--- src/design/rlfd_pkg.sv ---
// ----------------------------------------------------------------------------
// Route lookup forward decision package
// Request and response types, action codes and the sequencer microcode.
// ----------------------------------------------------------------------------
package rlfd_pkg;

   localparam int TABLE_ENTRIES_DEFAULT = 16;
   localparam int PORT_COUNT            = 4;

   localparam logic CMD_LOOKUP = 1'b0;
   localparam logic CMD_WRITE  = 1'b1;

   localparam logic [1:0] ACT_FORWARD = 2'd0;
   localparam logic [1:0] ACT_UNREACH = 2'd1;
   localparam logic [1:0] ACT_EXPIRED = 2'd2;
   localparam logic [1:0] ACT_WRITTEN = 2'd3;

   typedef struct packed {
      logic        cmd;
      logic [3:0]  entry_index;
      logic [31:0] entry_dest;
      logic [31:0] entry_mask;
      logic [31:0] entry_next_hop;
      logic [1:0]  entry_port;
      logic        entry_valid;
      logic [31:0] dst_addr;
      logic [7:0]  ttl_in;
   } req_type;

   typedef struct packed {
      logic [1:0]  action;
      logic [1:0]  out_port;
      logic [31:0] next_hop;
      logic [3:0]  matched_index;
      logic [7:0]  ttl_out;
   } rsp_type;

   // One table row as held in the route memory
   typedef struct packed {
      logic [31:0] dest;
      logic [31:0] mask;
      logic [31:0] next_hop;
      logic [1:0]  port;
   } route_type;

   // Sequencer steps
   localparam int STEP_W = 3;
   localparam logic [STEP_W-1:0] STEP_WAIT     = 3'd0;
   localparam logic [STEP_W-1:0] STEP_DISPATCH = 3'd1;
   localparam logic [STEP_W-1:0] STEP_WRITE    = 3'd2;
   localparam logic [STEP_W-1:0] STEP_SCAN     = 3'd3;
   localparam logic [STEP_W-1:0] STEP_DRAIN    = 3'd4;
   localparam logic [STEP_W-1:0] STEP_EMIT     = 3'd5;

   // Jump conditions
   localparam int COND_W = 3;
   localparam logic [COND_W-1:0] COND_ALWAYS    = 3'd0;
   localparam logic [COND_W-1:0] COND_NO_REQ    = 3'd1;
   localparam logic [COND_W-1:0] COND_LOOKUP    = 3'd2;
   localparam logic [COND_W-1:0] COND_SCAN_MORE = 3'd3;
   localparam logic [COND_W-1:0] COND_RSP_BUSY  = 3'd4;

   typedef struct packed {
      logic take_req;
      logic clr_best;
      logic wr_en;
      logic rd_issue;
      logic load_rsp;
   } ctrl_type;

   typedef struct packed {
      logic req_valid;
      logic lookup;
      logic scan_more;
      logic rsp_busy;
   } status_type;

   typedef struct packed {
      logic [COND_W-1:0] cond;
      logic [STEP_W-1:0] jmp_t;
      logic [STEP_W-1:0] jmp_f;
      ctrl_type          ctrl;
   } ucode_type;

   function automatic ucode_type uword(
      input logic [COND_W-1:0] cond,
      input logic [STEP_W-1:0] jmp_t,
      input logic [STEP_W-1:0] jmp_f,
      input logic              take_req,
      input logic              clr_best,
      input logic              wr_en,
      input logic              rd_issue,
      input logic              load_rsp
   );
      ucode_type w;
      w.cond          = cond;
      w.jmp_t         = jmp_t;
      w.jmp_f         = jmp_f;
      w.ctrl.take_req = take_req;
      w.ctrl.clr_best = clr_best;
      w.ctrl.wr_en    = wr_en;
      w.ctrl.rd_issue = rd_issue;
      w.ctrl.load_rsp = load_rsp;
      return w;
   endfunction

   // Control store: cond, jump if true, jump if false, then
   // take_req, clr_best, wr_en, rd_issue, load_rsp
   function automatic ucode_type ucode(input logic [STEP_W-1:0] step);
      ucode_type w;
      case (step)
         STEP_WAIT:
            w = uword(COND_NO_REQ, STEP_WAIT, STEP_DISPATCH, 1'b1, 1'b1, 1'b0, 1'b0, 1'b0);
         STEP_DISPATCH:
            w = uword(COND_LOOKUP, STEP_SCAN, STEP_WRITE, 1'b0, 1'b0, 1'b0, 1'b0, 1'b0);
         STEP_WRITE:
            w = uword(COND_ALWAYS, STEP_EMIT, STEP_EMIT, 1'b0, 1'b0, 1'b1, 1'b0, 1'b0);
         STEP_SCAN:
            w = uword(COND_SCAN_MORE, STEP_SCAN, STEP_DRAIN, 1'b0, 1'b0, 1'b0, 1'b1, 1'b0);
         STEP_DRAIN:
            w = uword(COND_ALWAYS, STEP_EMIT, STEP_EMIT, 1'b0, 1'b0, 1'b0, 1'b0, 1'b0);
         STEP_EMIT:
            w = uword(COND_RSP_BUSY, STEP_EMIT, STEP_WAIT, 1'b0, 1'b0, 1'b0, 1'b0, 1'b1);
         default:
            w = uword(COND_ALWAYS, STEP_WAIT, STEP_WAIT, 1'b0, 1'b0, 1'b0, 1'b0, 1'b0);
      endcase
      return w;
   endfunction

endpackage

--- src/design/rlfd_ram.sv ---
// ----------------------------------------------------------------------------
// Route lookup generic RAM
// One write port, one read port with registered read data.
// ----------------------------------------------------------------------------
module rlfd_ram #(
   parameter int WIDTH = 32,
   parameter int DEPTH = 16
) (
   input  logic                                   clock,
   input  logic                                   wr_en,
   input  logic [((DEPTH > 1) ? $clog2(DEPTH) : 1)-1:0] wr_addr,
   input  logic [WIDTH-1:0]                       wr_data,
   input  logic                                   rd_en,
   input  logic [((DEPTH > 1) ? $clog2(DEPTH) : 1)-1:0] rd_addr,
   output logic [WIDTH-1:0]                       rd_data
);

   logic [WIDTH-1:0] mem_ff [DEPTH];
   logic [WIDTH-1:0] rd_data_ff;

   always_ff @(posedge clock) begin
      if (wr_en) begin
         mem_ff[wr_addr] <= wr_data;
      end
      if (rd_en) begin
         rd_data_ff <= mem_ff[rd_addr];
      end
   end

   assign rd_data = rd_data_ff;

endmodule

--- src/design/rlfd_seq.sv ---
// ----------------------------------------------------------------------------
// Route lookup sequencer
// Step counter over the microcode store, with conditional jumps.
// ----------------------------------------------------------------------------
module rlfd_seq (
   input  logic                 clock,
   input  logic                 reset,
   input  rlfd_pkg::status_type status,
   output rlfd_pkg::ctrl_type   ctrl
);

   logic [rlfd_pkg::STEP_W-1:0] step_ff;
   logic [rlfd_pkg::STEP_W-1:0] step_in;
   rlfd_pkg::ucode_type         word;
   logic                        taken;

   always_comb begin
      word = rlfd_pkg::ucode(step_ff);
      case (word.cond)
         rlfd_pkg::COND_ALWAYS:    taken = 1'b1;
         rlfd_pkg::COND_NO_REQ:    taken = !status.req_valid;
         rlfd_pkg::COND_LOOKUP:    taken = status.lookup;
         rlfd_pkg::COND_SCAN_MORE: taken = status.scan_more;
         rlfd_pkg::COND_RSP_BUSY:  taken = status.rsp_busy;
         default:                  taken = 1'b1;
      endcase
      step_in = taken ? word.jmp_t : word.jmp_f;
   end

   always_ff @(posedge clock) begin
      if (reset) begin
         step_ff <= rlfd_pkg::STEP_WAIT;
      end else begin
         step_ff <= step_in;
      end
   end

   assign ctrl = word.ctrl;

endmodule

--- src/design/route_lookup_forward_decision_unit.sv ---
// ----------------------------------------------------------------------------
// Route lookup forward decision unit
// Longest prefix match over a table of IPv4 routes, with TTL decrement.
//
//   channel   direction  payload          handshake
//   req_      in         rlfd_pkg::req_type   req_valid / req_stall
//   rsp_      out        rlfd_pkg::rsp_type   rsp_valid / rsp_stall
//
// A lookup reads one route from the table memory and compares it per cycle,
// scanning every slot through the single read port before it answers; a write
// passes through the wait, dispatch, write and emit steps.
// Reset clears the valid bits at once; there is no clearing pass.
// The response register holds a stalled response while the next request is
// taken; the sequencer waits only to load a new response over a stalled one.
// ----------------------------------------------------------------------------
module route_lookup_forward_decision_unit #(
   parameter int TABLE_ENTRIES = rlfd_pkg::TABLE_ENTRIES_DEFAULT
) (
   input  logic              clock,
   input  logic              reset,
   input  logic              req_valid,
   output logic              req_stall,
   input  rlfd_pkg::req_type req_data,
   output logic              rsp_valid,
   input  logic              rsp_stall,
   output rlfd_pkg::rsp_type rsp_data
);

   localparam int IDX_W   = (TABLE_ENTRIES > 1) ? $clog2(TABLE_ENTRIES) : 1;
   localparam int ROUTE_W = $bits(rlfd_pkg::route_type);

   rlfd_pkg::ctrl_type   ctrl;
   rlfd_pkg::status_type status;

   // Latched request
   rlfd_pkg::req_type req_ff;
   logic              req_take;

   // Table valid bits, one per slot
   logic [TABLE_ENTRIES-1:0] valid_ff;
   logic [TABLE_ENTRIES-1:0] valid_in;

   // Write path
   logic             wr_ok;
   logic [IDX_W-1:0] wr_addr;
   rlfd_pkg::route_type wr_route;

   // Scan path
   logic [IDX_W-1:0]    scan_ff;
   logic [IDX_W-1:0]    scan_in;
   logic                rd_pend_ff;
   logic [IDX_W-1:0]    rd_idx_ff;
   logic [ROUTE_W-1:0]  rd_data;
   rlfd_pkg::route_type rd_route;
   logic                hit;

   // Best match so far
   logic                found_ff;
   logic                found_in;
   logic [31:0]         best_mask_ff;
   logic [31:0]         best_mask_in;
   logic [IDX_W-1:0]    best_idx_ff;
   logic [IDX_W-1:0]    best_idx_in;
   logic [1:0]          best_port_ff;
   logic [1:0]          best_port_in;
   logic [31:0]         best_hop_ff;
   logic [31:0]         best_hop_in;

   // Response register
   logic              rsp_valid_ff;
   logic              rsp_valid_in;
   rlfd_pkg::rsp_type rsp_ff;
   rlfd_pkg::rsp_type rsp_in;
   logic              rsp_busy;
   logic              rsp_load;
   logic [7:0]        ttl_dec;

   // ---- sequencer ---------------------------------------------------------
   assign rsp_busy         = rsp_valid_ff && rsp_stall;
   assign status.req_valid = req_valid;
   assign status.lookup    = (req_ff.cmd == rlfd_pkg::CMD_LOOKUP);
   assign status.scan_more = (scan_ff != IDX_W'(TABLE_ENTRIES - 1));
   assign status.rsp_busy  = rsp_busy;

   rlfd_seq u_seq (
      .clock  (clock),
      .reset  (reset),
      .status (status),
      .ctrl   (ctrl)
   );

   // ---- request intake ----------------------------------------------------
   // Take a request only in the wait step.
   assign req_stall = !ctrl.take_req;
   assign req_take  = req_valid && ctrl.take_req;

   always_ff @(posedge clock) begin
      if (req_take) begin
         req_ff <= req_data;
      end
   end

   // ---- table write -------------------------------------------------------
   // Drop writes to a slot beyond the table or to a port that does not exist.
   assign wr_ok = ctrl.wr_en
                  && (32'(req_ff.entry_index) < TABLE_ENTRIES)
                  && (32'(req_ff.entry_port) < rlfd_pkg::PORT_COUNT);
   assign wr_addr           = IDX_W'(req_ff.entry_index);
   assign wr_route.dest     = req_ff.entry_dest;
   assign wr_route.mask     = req_ff.entry_mask;
   assign wr_route.next_hop = req_ff.entry_next_hop;
   assign wr_route.port     = req_ff.entry_port;

   always_comb begin
      valid_in = valid_ff;
      if (wr_ok) begin
         valid_in[wr_addr] = req_ff.entry_valid;
      end
   end

   always_ff @(posedge clock) begin
      if (reset) begin
         valid_ff <= '0;
      end else begin
         valid_ff <= valid_in;
      end
   end

   rlfd_ram #(
      .WIDTH (ROUTE_W),
      .DEPTH (TABLE_ENTRIES)
   ) u_route_ram (
      .clock   (clock),
      .wr_en   (wr_ok),
      .wr_addr (wr_addr),
      .wr_data (wr_route),
      .rd_en   (ctrl.rd_issue),
      .rd_addr (scan_ff),
      .rd_data (rd_data)
   );

   // ---- scan --------------------------------------------------------------
   // Issue one read per scan step; compare the row in the next cycle.
   always_comb begin
      scan_in = scan_ff;
      if (ctrl.clr_best) begin
         scan_in = '0;
      end else if (ctrl.rd_issue) begin
         scan_in = scan_ff + 1'b1;
      end
   end

   always_ff @(posedge clock) begin
      if (reset) begin
         scan_ff    <= '0;
         rd_pend_ff <= 1'b0;
      end else begin
         scan_ff    <= scan_in;
         rd_pend_ff <= ctrl.rd_issue;
      end
   end

   always_ff @(posedge clock) begin
      rd_idx_ff <= scan_ff;
   end

   assign rd_route = rlfd_pkg::route_type'(rd_data);

   // A later slot wins a tie on the mask; a zero mask matches any address.
   assign hit = rd_pend_ff
                && valid_ff[rd_idx_ff]
                && (((rd_route.dest ^ req_ff.dst_addr) & rd_route.mask) == 32'd0)
                && (best_mask_ff <= rd_route.mask);

   always_comb begin
      found_in     = found_ff;
      best_mask_in = best_mask_ff;
      best_idx_in  = best_idx_ff;
      best_port_in = best_port_ff;
      best_hop_in  = best_hop_ff;
      if (ctrl.clr_best) begin
         found_in     = 1'b0;
         best_mask_in = '0;
      end else if (hit) begin
         found_in     = 1'b1;
         best_mask_in = rd_route.mask;
         best_idx_in  = rd_idx_ff;
         best_port_in = rd_route.port;
         best_hop_in  = rd_route.next_hop;
      end
   end

   always_ff @(posedge clock) begin
      if (reset) begin
         found_ff <= 1'b0;
      end else begin
         found_ff <= found_in;
      end
   end

   always_ff @(posedge clock) begin
      best_mask_ff <= best_mask_in;
      best_idx_ff  <= best_idx_in;
      best_port_ff <= best_port_in;
      best_hop_ff  <= best_hop_in;
   end

   // ---- response ----------------------------------------------------------
   assign ttl_dec  = req_ff.ttl_in - 8'd1;
   assign rsp_load = ctrl.load_rsp && !rsp_busy;

   always_comb begin
      rsp_in = '0;
      if (req_ff.cmd == rlfd_pkg::CMD_WRITE) begin
         rsp_in.action = rlfd_pkg::ACT_WRITTEN;
      end else if (!found_ff) begin
         // No route: report unreachable ahead of any TTL check.
         rsp_in.action  = rlfd_pkg::ACT_UNREACH;
         rsp_in.ttl_out = ttl_dec;
      end else begin
         rsp_in.action        = (ttl_dec == 8'd0) ? rlfd_pkg::ACT_EXPIRED
                                                  : rlfd_pkg::ACT_FORWARD;
         rsp_in.out_port      = best_port_ff;
         rsp_in.next_hop      = best_hop_ff;
         rsp_in.matched_index = 4'(best_idx_ff);
         rsp_in.ttl_out       = ttl_dec;
      end
   end

   always_comb begin
      rsp_valid_in = rsp_valid_ff;
      if (rsp_load) begin
         rsp_valid_in = 1'b1;
      end else if (rsp_valid_ff && !rsp_stall) begin
         rsp_valid_in = 1'b0;
      end
   end

   always_ff @(posedge clock) begin
      if (reset) begin
         rsp_valid_ff <= 1'b0;
      end else begin
         rsp_valid_ff <= rsp_valid_in;
      end
   end

   always_ff @(posedge clock) begin
      if (rsp_load) begin
         rsp_ff <= rsp_in;
      end
   end

   assign rsp_valid = rsp_valid_ff;
   assign rsp_data  = rsp_ff;

endmodule

--- config.mk ---
export PLATFORM = sky130hd
export DESIGN_NAME = route_lookup_forward_decision_unit
export DESIGN_NICKNAME = d
export VERILOG_FILES = /design/src/design/rlfd_pkg.sv /design/src/design/rlfd_ram.sv /design/src/design/rlfd_seq.sv /design/src/design/route_lookup_forward_decision_unit.sv
export SDC_FILE = /design/constraint.sdc
export NUM_CORES = 2
export LEC_CHECK = 0
export BUFFER_PORTS_ARGS = -buffer_cell sky130_fd_sc_hd__buf_2
export CAP_MARGIN = 5
export CORE_MARGIN = 2
export CORE_UTILIZATION = 30
export DETAILED_ROUTE_END_ITERATION = 6
export SYNTH_ARGS = -nofsm -noshare
export SYNTH_HDL_FRONTEND = slang
export SYNTH_SLANG_ARGS = --single-unit
--- constraint.sdc ---
create_clock -name clock -period 16.05 [get_ports clock]
set_input_delay 1.605 -clock clock [delete_from_list [all_inputs] [get_ports clock]]
set_output_delay 1.605 -clock clock [all_outputs]
set_load 0.1 [all_outputs]
# --- After elaboration in Yosys (flattened, before gate mapping) ---
# Memories as Yosys holds them, arrays and structs flattened. A register that Yosys moved wholly into a read port is not among the register bits.
# Cells that the tools add are included.
op_classes:
  add_sub_neg: 2
  n_lt_le_gt_ge: 4
  n_eq_ne: 10
  muxes: 14
  bitwise_logic: 5
  reduce_logical: 19
op_table:
  columns: ["cell", "n"]
  rows:
  - ["case mux 14 bit (6 select lines)", 1]
  - ["bitwise AND 32 bit", 1]
  - ["less-or-equal comparator 32 bit", 1]
  - ["logical NOT 32 bit", 1]
  - ["bitwise XOR 32 bit", 1]
  - ["bitwise mux 16 bit", 1]
  - ["== test 3 x 2 -> 1 bit (second input constant)", 4]
  - ["less-than comparator 4 x 5 -> 1 bit (second input constant)", 2]
  - ["== test 3 bit (second input constant)", 3]
  - ["logical AND 1 bit", 8]
  - ["logical NOT 8 bit", 1]
  - ["subtractor 8 x 1 -> 8 bit (second input constant)", 1]
  - ["== test 3 x 1 -> 1 bit (second input constant)", 2]
  - ["two-way mux 1 bit", 6]
  - ["adder 4 x 1 -> 4 bit (second input constant)", 1]
  - ["binary-select mux 1 bit (select 4 bit)", 1]
  - ["demux 1 bit (select 4 bit)", 1]
  - [">= comparator 4 x 1 -> 1 bit (second input constant)", 1]
  - ["logical NOT 1 bit", 4]
  - ["two-way mux 2 bit", 2]
  - ["!= test 4 bit (second input constant)", 1]
  - ["case mux 1 bit (4 select lines)", 1]
  - ["OR reduction 2 bit", 2]
  - ["logical NOT 3 bit", 1]
  - ["other kinds (4)", 6]
word_totals:
  ff_bits: 292
  ram_bits: 1568
  in_bits: 148
  output_inout_bits: 50
  memories: 1
memory_table:
  columns: ["name", "words", "word_bits", "rd", "rd_ports_with_merged_regs", "wr", "line", "text"]
  rows:
  - ["u_route_ram.mem_ff", 16, 98, 1, 1, 1, "rlfd_ram.sv:18", "logic [WIDTH-1:0] mem_ff [DEPTH];"]

# --- Logic depth before layout (Yosys ltp) ---
logic_depth:
  word_depth: 6
  mapped_depth: 9
  depth_no_buf: 8

# --- Cells and area by module ---
# From an unflattened synthesis, not the netlist that was laid out.
unflattened:
  cells_unflattened: 3317
  area_unflattened_um2: 73126.4
modules_own_cells:
  columns: ["mod", "instances", "cells_per_inst", "area_per_inst_um2"]
  rows:
  - ["rlfd_ram", 1, 2510, 61509.0]
  - ["route_lookup_forward_decision_unit", 1, 787, 11447.2]
  - ["rlfd_seq", 1, 20, 170.2]

# --- Least setup slack after synthesis ---
# OpenSTA, ideal clock, no wires.
synth_path:
  path_kind: "reg-to-reg"
  from: "register u_seq.step_ff[1] in the netlist's numbering"
  to: "register scan_ff[3]"
  arrival_time_ns: 9.110
  t_required_ns: 15.972
  setup_slack_ns: 6.862
  stages_incl_launch_ff: 7
  n_path_buf: 1
  cell_sequence: "dfxtp_1 -> clkbuf_1 -> inv_1 -> nor3b_1 -> nand4_1 -> xor2_1 -> nor3_1"
synth_lines:
  columns: ["item", "line", "text"]
  rows:
  - ["start, declared", "rlfd_seq.sv:12", "logic [rlfd_pkg::STEP_W-1:0] step_ff;"]
  - ["start signal, assigned", "rlfd_seq.sv:32", "step_ff <= rlfd_pkg::STEP_WAIT;"]
  - ["start signal, assigned", "rlfd_seq.sv:34", "step_ff <= step_in;"]
  - ["end signal, assigned", "route_lookup_forward_decision_unit.sv:158", "scan_ff <= scan_in;"]
  - ["end, declared", "route_lookup_forward_decision_unit.sv:49", "logic [IDX_W-1:0] scan_ff;"]

==> summary.txt <==
Die
  – Core Area: approximately 240,000 µm²
  – Die area: roughly 250,000 µm²
  – # IOs: 198
  – Die Width: 497 µm
  – Rows: 180
  – Die height: about 500 µm
  – Starting Density: a little under a third

Logic synthesis
  – Post-synthesis sequential area ratio: roughly four fifths
  – Post-synthesis cell area: 72,900 µm²
  – Asr flop ratio synth: 0%
  – Gate Count Post-Synth: slightly above 3,000
  – Average cell area after synthesis: 23.8 µm²
  – Library cells used by synthesis: between 40 and 50
  – Syn nets: 3,251
  – #FFs+latches synth: 1,958
  – Most area-consuming cells after synthesis: edfxtp_1 (78%), mux4_2 (15%), dfxtp_1 (1.7%)
  – Area leader, netlist: edfxtp_1
  – Syn. warnings: 0
  – EDFF count, synth: 1,896
  – Top_reg_cell synth: edfxtp_1
  – Synth top cells by count: edfxtp_1 (1,896), mux4_2 (490), nand2_1 (103), clkbuf_1 (99), dfxtp_1 (62)
  – Area share of the largest cell type after synthesis: 78.1%
  – Top-count cell post-synth: edfxtp_1

Clock network
  – Root Driver: clkbuf_16
  – Total CTS buffers: between 150 and 200
  – Max H-tree Level: 4
  – # clock sinks: 1,958
  – CTS tree: done
  – Clock Path Buffers: 3
  – # resized after CTS: 0
  – Hold buffer count at cts: 0
  – Postcts setup bufs: 0
  – CTS clock-pin slew for the worst setup and hold paths: 0.07 ns
  – Clock Latency Late Sink: 0.82 ns

Final layout
  – Share of cells above drive strength 1: between 20% and 30%
  – Non-Filler Instances: 6,713
  – Area Growth Syn to Fin: 14.9%
  – Final #Nets: around 3,600
  – Final Instance Area: 83,800 µm²
  – Fin util: 34.7%

GRT
  – GRT Resource Usage Total: 13.8%
  – Largest net degree at the start of global routing: between 100 and 150
  – First-pass GRT wire length: between 200,000 and 250,000 µm
  – Initial antenna violation count: 25
  – GRT overflow: 0
  – Vias in the first global route: 33,000

Detailed routing
  – DRC: 1
  – DR vias: about 33,000
  – Final WL: 174,000 µm
  – Antenna Nets Post-Route: 0
  – Routed len/inst: 25.9 µm
  – Drt via density: 4.89
  – Initial drt markers: 3,518
  – Pre-antenna DRT Iters: 7

STA
  – Final Slew Violations: 0
  – Clk_skew: roughly 0.029 ns
  – Finish-stage setup viols: 0
  – FMAX: 0.205 GHz
  – PnR worst setup slack: 11.17 ns
  – Unrepaired setup endpoints after global routing: false
  – Max-slew headroom: 22.2%
  – Final hold vios: 0
  – Minimum clock period: 4.88 ns
  – Setup TNS: 0 ns
  – Period utilization: 30.4%
  – Worst Tran Pin Value: 1.17 ns

Critical path
  – Cell family with most CP delay: buffers and inverters
  – Buffers & Inverters on Critical Path: 3
  – Worst R2R Start: scan_ff[0]
  – Max stage delay on crit path: around 0.91 ns
  – Critical-path cell list: buf_4 > buf_4 > buf_12 > mux4_2 > mux4_2
  – Crit path max fanout: 91
  – Slowest CP cell: buf_4
  – Flop2flop setup slack: roughly 11 ns
  – Crit. End Element: flop
  – Critical Path RT: 16.59 ns
  – Worst EP arrival: about 5.4 ns
  – Worst R2R End: u_route_ram.rd_data[61]
  – Critical Path Start Type: flop
  – Kind of critical path: flop to flop
  – Worst R2R Path Depth: 5

Placed design
  – HPWL after DPL: 91,400 µm
  – IO buf count: 197
  – Final GP Congestion: 0.796
  – Placement Cell Area: 78,100 µm²
  – Post-placement cell count: 6,388
  – Dpl ws: 11.02 ns

Power
  – Power density over the cells: between 100 and 150 nW/µm²
  – Leak Pwr: between 20 and 30 nW
  – Peak supply drop: between 0.09 and 0.1 mV

Run status
  – Violated checks: design-rule violations
  – Status: finished with violations

Hold path
  – Critical hold path startpoint: u_route_ram.rd_data[20]
  – WHS Endpoint: best_hop_ff[18]
  – Min-Delay Path Class: flop to flop
  – Hold Path Depth: 0

Flow run
  – Max-cap violation count: 0
## metrics by stage
stage                     hold WS, ns  total power [mW]
after floorplan                 0.329              6.13
after global placement          0.401              6.29
after detailed placement        0.405              6.31
after CTS                       0.415              10.5
after global routing            0.423              10.7
final                           0.412              10.4
## where the power goes
part	switching [mW]	internal, mW	total [mW]
registers	0.141	5.78	5.92
logic	0.202	0.0731	0.275
clock network	1.86	2.33	4.19
## cells by family after synthesis
group / share of synthesized area (%)
flip-flops: 79.8
multiplexers: 15.8
buffers and inverters: 0.932
AO/OA/AOI/OAI: 0.752
adder cells (fa/ha/maj): 0.601
XOR/XNOR: 0.493
AND/OR/NAND/NOR: 1.58
## per-layer routing
| layer | wire, µm | GRT usage (%) |
|---|---|---|
| met3 | 11400 | 2.46 |
| met5 | 51 | 0 |
| met1 | 77400 | 20.1 |
| met2 | 82400 | 21.7 |
| met4 | 2680 | 2.94 |
## how the worst max path moves through the flow
stage,startpoint,to,cells after the start
after floorplan,u_seq.step_ff[1],scan_ff[3],6
after global placement,scan_ff[0],u_route_ram.rd_data[77],5
after detailed placement,scan_ff[0],u_route_ram.rd_data[83],5
after CTS,scan_ff[0],u_route_ram.rd_data[61],5
after global routing,scan_ff[0],u_route_ram.rd_data[61],5
final,scan_ff[0],u_route_ram.rd_data[61],5
## sequential cells by signal, indices dropped and copies added (netlist names), 2 cells and up
name / flops
u_seq.step_ff: 3
u_route_ram.mem_ff: 1568
req_ff: 140
best_port_ff: 2
rsp_data: 48
best_idx_ff: 4
best_mask_ff: 32
scan_ff: 4
valid_ff: 16
best_hop_ff: 32
wr_addr: 4
rd_idx_ff: 4
u_route_ram.rd_data: 98
## placed cells by master, fill, tap and decap left out, types with 9 or more instances in the layout
master and count:
mux2i_1 40, nand2_1 103, and2_1 38, edfxtp_1 1896, o21ai_0 18, buf_2 197
ha_1 35, a21oi_1 31, nand3_1 9, dfxtp_1 58, clkinv_2 25, xor2_1 38
clkbuf_1 43, bufinv_16 16, mux4_2 490, inv_1 39, clkinv_1 29, clkinvlp_4 15
buf_4 67, nor2_1 21, nor2_4 12, a22oi_1 24, nand4_1 17, clkbuf_16 178
## final cells by class
class                   instances  area, µm²
well taps                    3185       3990
inverters                      42        165
fillers                     22000     157000
repair buffers                268       1570
clock inverters                99        998
clock buffers                 225       4670
diodes                          1       2.50
multi-input cells             935      14200
flip-flops and latches       1958      58200
(Power assumes the default switching activity.)
